--- src/sv/rlcf_pkg.sv ---
`timescale 1ns / 1ps
// ----------------------------------------------------------------------------
// rlcf_pkg - shared types and constants of the RGB linear color fader
// Beat structs for both channels, field widths, command codes and the
// control/status bundle between the top level and the mixing unit.
// ----------------------------------------------------------------------------
package rlcf_pkg;

   localparam int COLOR_W = 24;
   localparam int CHAN_W  = 8;
   localparam int STEP_W  = 16;
   localparam int IVAL_W  = 8;
   localparam int TICK_W  = 9;
   localparam int CNT_W   = 3;
   localparam int SEL_W   = 2;

   localparam logic [TICK_W-1:0] TICK_MAX  = 9'd256;
   localparam logic [SEL_W-1:0]  LAST_CHAN = 2'd2;

   // command codes of the func field
   localparam logic FUNC_TICK  = 1'b0;
   localparam logic FUNC_START = 1'b1;

   typedef struct packed {
      logic                func;
      logic [COLOR_W-1:0]  target_color;
      logic [STEP_W-1:0]   fade_steps;
      logic [IVAL_W-1:0]   step_interval;
   } req_type;

   typedef struct packed {
      logic [CHAN_W-1:0] red;
      logic [CHAN_W-1:0] green;
      logic [CHAN_W-1:0] blue;
      logic              fade_done;
   } rsp_type;

   typedef struct packed {
      logic start;
   } mix_ctl_type;

   typedef struct packed {
      logic busy;
      logic done;
   } mix_sts_type;

endpackage

--- src/sv/rgb_linear_color_fader.sv ---
`timescale 1ns / 1ps
// ----------------------------------------------------------------------------
// rgb_linear_color_fader - linear RGB fade interpolator
// Takes start-fade commands and millisecond ticks; on a tick that is due,
// emits one interpolated color and advances the fade.
//
//   channel | ports                        | beat
//   --------+------------------------------+-------------------------------
//   request | req_valid req_ready req_data | func, target, steps, interval
//   result  | rsp_valid rsp_ready rsp_data | red, green, blue, fade_done
//
// A start command or a tick that emits nothing is done on acceptance. A tick
// that emits a color is accepted, then runs through the shared bit-serial
// multiply/divide unit (multiply, then 8 quotient bits) for each of the three
// channels; the fader then sees the unit's done flag and hands the color to
// the result register.
// Reset clears the start and goal colors, the fade state and the tick counter to zero.
// A stalled result holds in its register; the next request is accepted
// meanwhile, and a later color waits until that register frees.
// ----------------------------------------------------------------------------
module rgb_linear_color_fader (
   input  logic              clock,
   input  logic              reset,
   input  logic              req_valid,
   output logic              req_ready,
   input  rlcf_pkg::req_type req_data,
   output logic              rsp_valid,
   input  logic              rsp_ready,
   output rlcf_pkg::rsp_type rsp_data
);
   import rlcf_pkg::*;

   typedef enum logic [2:0] {
      ST_IDLE = 3'b001,
      ST_MIX  = 3'b010,
      ST_FIN  = 3'b100
   } state_type;

   state_type          state_ff, state_in;
   logic [COLOR_W-1:0] start_color_ff, start_color_in;
   logic [COLOR_W-1:0] goal_color_ff, goal_color_in;
   logic [STEP_W-1:0]  step_total_ff, step_total_in;
   logic [STEP_W-1:0]  step_index_ff, step_index_in;
   logic [IVAL_W-1:0]  interval_ff, interval_in;
   logic [TICK_W-1:0]  ticks_ff, ticks_in;
   logic               rsp_valid_ff, rsp_valid_in;
   rsp_type            rsp_data_ff, rsp_data_in;

   logic               req_beat;
   logic               rsp_free;
   logic [TICK_W-1:0]  ticks_inc;
   logic [STEP_W-1:0]  index_next;
   mix_ctl_type        mix_ctl;
   mix_sts_type        mix_sts;
   logic [COLOR_W-1:0] mix_color;

   assign req_ready  = (state_ff == ST_IDLE);
   assign req_beat   = req_valid && req_ready;
   assign rsp_free   = !rsp_valid_ff || rsp_ready;
   assign ticks_inc  = (ticks_ff < TICK_MAX) ? ticks_ff + 1'b1 : ticks_ff;
   assign index_next = step_index_ff + 1'b1;

   rlcf_mix_unit u_mix (
      .clock       (clock),
      .reset       (reset),
      .ctl         (mix_ctl),
      .start_color (start_color_ff),
      .goal_color  (goal_color_ff),
      .total       (step_total_ff),
      .index       (step_index_ff),
      .sts         (mix_sts),
      .color       (mix_color)
   );

   // fade control
   always_comb begin
      state_in       = state_ff;
      start_color_in = start_color_ff;
      goal_color_in  = goal_color_ff;
      step_total_in  = step_total_ff;
      step_index_in  = step_index_ff;
      interval_in    = interval_ff;
      ticks_in       = ticks_ff;
      rsp_valid_in   = rsp_valid_ff && !rsp_ready;
      rsp_data_in    = rsp_data_ff;
      mix_ctl.start  = 1'b0;
      unique case (state_ff)
         ST_IDLE: begin
            if (req_beat) begin
               if (req_data.func == FUNC_START) begin
                  goal_color_in = req_data.target_color;
                  step_total_in = req_data.fade_steps;
                  interval_in   = req_data.step_interval;
                  step_index_in = '0;
               end else if ((step_index_ff < step_total_ff) &&
                            (ticks_inc > TICK_W'(interval_ff))) begin
                  ticks_in      = '0;
                  mix_ctl.start = 1'b1;
                  state_in      = ST_MIX;
               end else begin
                  ticks_in = ticks_inc;
               end
            end
         end
         ST_MIX: begin
            if (mix_sts.done) begin
               state_in = ST_FIN;
            end
         end
         ST_FIN: begin
            // hand the color over once the result register frees
            if (rsp_free) begin
               rsp_valid_in          = 1'b1;
               rsp_data_in.red       = mix_color[23:16];
               rsp_data_in.green     = mix_color[15:8];
               rsp_data_in.blue      = mix_color[7:0];
               rsp_data_in.fade_done = (index_next == step_total_ff);
               step_index_in         = index_next;
               if (index_next == step_total_ff) begin
                  start_color_in = goal_color_ff;
               end
               state_in = ST_IDLE;
            end
         end
         default: state_in = ST_IDLE;
      endcase
   end

   always_ff @(posedge clock) begin
      if (reset) begin
         state_ff       <= ST_IDLE;
         start_color_ff <= '0;
         goal_color_ff  <= '0;
         step_total_ff  <= '0;
         step_index_ff  <= '0;
         interval_ff    <= '0;
         ticks_ff       <= '0;
         rsp_valid_ff   <= 1'b0;
      end else begin
         state_ff       <= state_in;
         start_color_ff <= start_color_in;
         goal_color_ff  <= goal_color_in;
         step_total_ff  <= step_total_in;
         step_index_ff  <= step_index_in;
         interval_ff    <= interval_in;
         ticks_ff       <= ticks_in;
         rsp_valid_ff   <= rsp_valid_in;
      end
   end

   always_ff @(posedge clock) begin
      rsp_data_ff <= rsp_data_in;
   end

   assign rsp_valid = rsp_valid_ff;
   assign rsp_data  = rsp_data_ff;

   // the step index never runs past the step count
   a_index_bound: assert property (@(posedge clock) disable iff (reset)
      step_index_ff <= step_total_ff)
      else $error("step index beyond step count");

   // a new result beat only comes from the finish state
   a_rsp_source: assert property (@(posedge clock) disable iff (reset)
      $rose(rsp_valid_ff) |-> $past(state_ff == ST_FIN))
      else $error("result raised outside finish state");

   // the mixing unit only completes while the fader waits on it
   a_mix_done: assert property (@(posedge clock) disable iff (reset)
      mix_sts.done |-> (state_ff == ST_MIX))
      else $error("mix unit done while not awaited");

   // the mixing unit rests whenever the fader takes requests
   a_mix_rest: assert property (@(posedge clock) disable iff (reset)
      (state_ff == ST_IDLE) |-> !mix_sts.busy)
      else $error("mix unit busy while fader idle");

   // the counter stays within its saturation bound
   a_tick_bound: assert property (@(posedge clock) disable iff (reset)
      ticks_ff <= TICK_MAX)
      else $error("tick counter beyond saturation");

endmodule

--- src/sv/rlcf_mix_unit.sv ---
`timescale 1ns / 1ps
// ----------------------------------------------------------------------------
// rlcf_mix_unit - bit-serial color interpolator
// For each of red, green and blue in turn: builds
// start*(total-index) + goal*index one bit of the channel bytes per cycle,
// then divides by total one quotient bit per cycle.
// Quotient bits shift into a 24-bit result register, red first.
// ----------------------------------------------------------------------------
module rlcf_mix_unit (
   input  logic                         clock,
   input  logic                         reset,
   input  rlcf_pkg::mix_ctl_type        ctl,
   input  logic [rlcf_pkg::COLOR_W-1:0] start_color,
   input  logic [rlcf_pkg::COLOR_W-1:0] goal_color,
   input  logic [rlcf_pkg::STEP_W-1:0]  total,
   input  logic [rlcf_pkg::STEP_W-1:0]  index,
   output rlcf_pkg::mix_sts_type        sts,
   output logic [rlcf_pkg::COLOR_W-1:0] color
);
   import rlcf_pkg::*;

   typedef enum logic [2:0] {
      M_IDLE = 3'b001,
      M_MUL  = 3'b010,
      M_DIV  = 3'b100
   } mix_state_type;

   mix_state_type      state_ff, state_in;
   logic [CNT_W-1:0]   cnt_ff, cnt_in;
   logic [SEL_W-1:0]   chan_ff, chan_in;
   logic               done_ff, done_in;

   logic [COLOR_W-1:0] sa_ff, sa_in;
   logic [COLOR_W-1:0] sb_ff, sb_in;
   logic [COLOR_W-1:0] acc_ff, acc_in;
   logic [COLOR_W-1:0] dvs_ff, dvs_in;
   logic [COLOR_W-1:0] res_ff, res_in;
   logic [STEP_W-1:0]  diff_ff, diff_in;
   logic [STEP_W-1:0]  tot_ff, tot_in;
   logic [STEP_W-1:0]  idx_ff, idx_in;

   logic [STEP_W-1:0]  addend;
   logic [COLOR_W-1:0] acc_shl;
   logic               fits;
   logic               last_bit;

   assign last_bit = (cnt_ff == CNT_W'(CHAN_W - 1));
   assign acc_shl  = {acc_ff[COLOR_W-2:0], 1'b0};
   assign fits     = (acc_ff >= dvs_ff);

   // pick the partial product from the top bits of both channel bytes
   always_comb begin
      case ({sa_ff[COLOR_W-1], sb_ff[COLOR_W-1]})
         2'b10:   addend = diff_ff;
         2'b01:   addend = idx_ff;
         2'b11:   addend = tot_ff;
         default: addend = '0;
      endcase
   end

   // sequencer and datapath
   always_comb begin
      state_in = state_ff;
      cnt_in   = cnt_ff;
      chan_in  = chan_ff;
      done_in  = 1'b0;
      sa_in    = sa_ff;
      sb_in    = sb_ff;
      acc_in   = acc_ff;
      dvs_in   = dvs_ff;
      res_in   = res_ff;
      diff_in  = diff_ff;
      tot_in   = tot_ff;
      idx_in   = idx_ff;
      unique case (state_ff)
         M_IDLE: begin
            if (ctl.start) begin
               sa_in    = start_color;
               sb_in    = goal_color;
               tot_in   = total;
               idx_in   = index;
               diff_in  = total - index;
               acc_in   = '0;
               cnt_in   = '0;
               chan_in  = '0;
               state_in = M_MUL;
            end
         end
         M_MUL: begin
            // advance one bit of each channel byte
            acc_in = acc_shl + COLOR_W'(addend);
            sa_in  = {sa_ff[COLOR_W-2:0], 1'b0};
            sb_in  = {sb_ff[COLOR_W-2:0], 1'b0};
            cnt_in = cnt_ff + 1'b1;
            if (last_bit) begin
               dvs_in   = {1'b0, tot_ff, {(CHAN_W-1){1'b0}}};
               state_in = M_DIV;
            end
         end
         M_DIV: begin
            // restoring division, one quotient bit per cycle
            if (fits) begin
               acc_in = acc_ff - dvs_ff;
            end
            res_in = {res_ff[COLOR_W-2:0], fits};
            dvs_in = {1'b0, dvs_ff[COLOR_W-1:1]};
            cnt_in = cnt_ff + 1'b1;
            if (last_bit) begin
               acc_in = '0;
               if (chan_ff == LAST_CHAN) begin
                  done_in  = 1'b1;
                  state_in = M_IDLE;
               end else begin
                  chan_in  = chan_ff + 1'b1;
                  state_in = M_MUL;
               end
            end
         end
         default: state_in = M_IDLE;
      endcase
   end

   always_ff @(posedge clock) begin
      if (reset) begin
         state_ff <= M_IDLE;
         cnt_ff   <= '0;
         chan_ff  <= '0;
         done_ff  <= 1'b0;
      end else begin
         state_ff <= state_in;
         cnt_ff   <= cnt_in;
         chan_ff  <= chan_in;
         done_ff  <= done_in;
      end
   end

   always_ff @(posedge clock) begin
      sa_ff   <= sa_in;
      sb_ff   <= sb_in;
      acc_ff  <= acc_in;
      dvs_ff  <= dvs_in;
      res_ff  <= res_in;
      diff_ff <= diff_in;
      tot_ff  <= tot_in;
      idx_ff  <= idx_in;
   end

   assign sts.busy = (state_ff != M_IDLE);
   assign sts.done = done_ff;
   assign color    = res_ff;

endmodule

--- config.mk ---
export PLATFORM = sky130hd
export DESIGN_NAME = rgb_linear_color_fader
export DESIGN_NICKNAME = d
export VERILOG_FILES = /design/src/sv/rlcf_pkg.sv /design/src/sv/rgb_linear_color_fader.sv /design/src/sv/rlcf_mix_unit.sv
export SDC_FILE = /design/constraint.sdc
export NUM_CORES = 1
export LEC_CHECK = 0
export BUFFER_PORTS_ARGS = -buffer_cell sky130_fd_sc_hd__buf_2
export CORE_MARGIN = 10
export CORE_UTILIZATION = 50
export DETAILED_ROUTE_END_ITERATION = 12
export PLACE_DENSITY_LB_ADDON = 0.3
export SLEW_MARGIN = 20
export SYNTH_ARGS = -nofsm -noshare
export SYNTH_HDL_FRONTEND = slang
export SYNTH_SLANG_ARGS = --single-unit
--- constraint.sdc ---
create_clock -name clock -period 6.1 [get_ports clock]
set_input_delay 1.22 -clock clock [delete_from_list [all_inputs] [get_ports clock]]
set_output_delay 1.22 -clock clock [all_outputs]
set_load 0.005 [all_outputs]
==> impl_metrics.ini <==
[cts]
clk_latency_ns = 0.50
clock_path_buffers = 3
cts-root-buf = clkbuf_16
cts_resized = 0
cts_tree = done
clkTransAtPathRegs_ns = 0.05
htree_levels = 2
cts-hold-fix-buffers = 0
postCtsSetupBuffers = 0
cts.sinks = 302
cts_buffers = 34

[drt]
drtAntennaViolNets = 0
vias = 10700
drt_iter0_drc = 834
routed_wl_um = 33500
first_pass_iters = 5
wire_per_inst_um = 17.4
avgViaCountPerCell = 5.54
post-route-drc-count = 0

[cells_and_area]
nNetsFinal = 1640
area_growth_pct = 12.1
final_cell_area_sq_um = 16800
fill_cells = 2598
drive_gt1_frac = 0.127
layout_commonest_cell = nand2_1
layout_common_cells = 269 x nand2_1, 192 x edfxtp_1, 110 x dfxtp_1
antennaDiodeCount = 0

[synthesis]
synth-simple-area-share = 0.160
synth_top_family_by_area = simple AND/OR/NAND/NOR gates
syn_nets = 1575
yosysTopAreaCellShare = 0.384
synth_compound_area_frac = 0.125
synth-edff-count = 192
synthTopCellsByArea = edfxtp_1 38%, dfxtp_1 15%, nand2_1 6.8%, ha_1 5.6%, a21oi_1 3.5%
synth.mux.area_fraction = 0.0414
synth_xor_area_frac = 0.0476
synth_largest_area_cell = edfxtp_1
synth_area_per_cell_sq_um = 10.3
postSynth.asyncResetShare = 0
syn-cell-area_sq_um = 15000
ys_seq_area_frac = 0.531
synthDistinctLibCells = 72
ys_seq_elements = 302
yosysWarningCount = 0
synthAdderAreaFrac = 0.0599
synth-main-ff-cell = edfxtp_1
netlist_instances = 1452

[setup_path]
start_kind = register
slowest_stage = nand2_2
cp.required_ns = 6.29
critPathKind = reg2reg
crit_fanout = 31
critPathMaxStageDelay_ns = 0.77
r2r_start = step_index_ff[2]$_SDFFE_PP0P_
crit_path_start = step_index_ff[2]$_SDFFE_PP0P_
cp.arrival_ns = 4.47
path_cells = inv_1 -> ha_1 -> nor2b_1 -> o21a_1 -> o21ai_0 -> a2111o_1 -> a21oi_1 -> o21ba_2 -> nand4_1 -> nand2_2 -> buf_4
cp-end-kind = register

[global_routing]
grt_pass1_vias = 10600
antenna_found_initial = 0
grt_overflow = 0
grt_pass1_wl_um = 54600
track_usage = 0.173
grt_max_degree = 69

[sta]
fmax_ghz = 0.234
drv_slew = 0
tightest_slew_ns = 0.998
period_minus_slack_ns = 4.28
holdWs_ns = 0.431
setup_violations = 0
final-hold-violation-count = 0
slew_headroom = 0.335
timing.final.crit_share = 0.702
fin_setup_tns_ns = 0
skew_ns = 0.0226
rsz0062_at_grt = false

[floorplanning]
die_area_sq_um = 37300
dieHeight_um = 193
rows = 63
start_util = 0.506
die-width_um = 193
io_pins = 80
core_area_sq_um = 29600

[pwr]
ir_worst_vdd_mv = 0.168
p_leak_nw = 6.50
power.density_nw_per_um2 = 276

[run]
maxCapViolCount = 0

[placement]
hpwl_um = 23600
place_congestion = 0.893
placed_area_sq_um = 15700
port_buffers = 79

[worst_hold_path]
min_path_type = reg2reg
min-delay-start = u_mix.color[23]$_DFFE_PP_

[outcome]
status = complete, no violations
## power by group
group / switching [mW] / internal [mW] / total (mW) / leakage, nW
clock network: 0.781 / 1.19 / 1.97 / 0.522
registers: 0.0426 / 2.23 / 2.28 / 2.66
logic: 0.228 / 0.160 / 0.388 / 3.31
total: 1.05 / 3.58 / 4.63 / 6.50
## worst max-delay path: cells and delay by family (launching register included)
kind / cells / cell delay (ns)
buffers and inverters: 2 / 0.45
and+or+nand+nor: 3 / 1.33
DFF: 1 / 0.56
adders and majority gates: 1 / 0.37
AOI/OAI and AO/OA: 5 / 1.25
## cell families (layout without fill, tap and decap cells)
logic type               Yosys count  count (layout)
flip-flops                       302             302
multiplexers                      58              58
adder cells (fa/ha/maj)           70              70
XOR/XNOR                          80              80
buffers and inverters            130             218
AO/OA/AOI/OAI                    289             289
AND/OR/NAND/NOR                  523             523
## synth_stat cells (25+ instances only)
library cell and number:
a21oi_1 106, clkbuf_1 50, dfxtp_1 110, edfxtp_1 192, ha_1 67, inv_1 67, mux2_2 33, mux2i_1 25
nand2_1 270, nor2_1 94, nor3_1 33, o21ai_0 45, xnor2_1 51, xor2_1 28
## flip-flops by register name, indices dropped and copies added (netlist names), 9 cells and up
register,flops
u_mix.diff_ff,16
step_total_ff,16
u_mix.acc_ff,24
u_mix.sb_ff,24
start_color_ff,24
u_mix.sa_ff,24
ticks_ff,9
rsp_data,25
u_mix.idx_ff,16
u_mix.dvs_ff,23
u_mix.color,24
goal_color_ff,24
step_index_ff,16
u_mix.tot_ff,16
## metrics by stage
stage          instances  total power [mW]  utilization  worst slack (ns)
6_report            1930              4.63        0.568              1.82
5_1_grt             1930              4.81        0.568              1.52
4_1_cts             1930              4.68        0.568              1.84
3_5_place_dp        1871              2.70        0.531              1.89
3_3_place_gp        1871              2.69        0.531              2.04
2_1_floorplan       1452              2.59            -              2.02
## area by class of cell
class / instances / area, sq um / area share
flip-flops and latches: 302 / 7970 / 0.474
clock inverters: 11 / 106 / 0.00632
multi-input cells: 1020 / 6540 / 0.389
clock buffers: 48 / 967 / 0.0575
inverters: 67 / 251 / 0.0150
well taps: 390 / 488 / 0.0290
repair buffers: 92 / 495 / 0.0295
## metal layers
metal	vias to the layer above	routed length, um	global-route usage
li1	5310	-	-
met1	5090	15900	0.237
met2	235	15600	0.280
met3	50	1380	0.0230
met4	0	669	0.0469
met5	-	0	0
## worst paths after layout
path                                                  to  slack [ns]  cells after the start
worst max register to register  u_mix.sa_ff[5]$_DFFE_PP_        1.82                     11
worst max-delay path            u_mix.sa_ff[5]$_DFFE_PP_        1.82                     11
worst min-delay path              rsp_data[24]$_DFFE_PP_        0.43                      0
worst min register to register    rsp_data[24]$_DFFE_PP_        0.43                      0
Note: power is estimated with default switching activity, not from simulation.
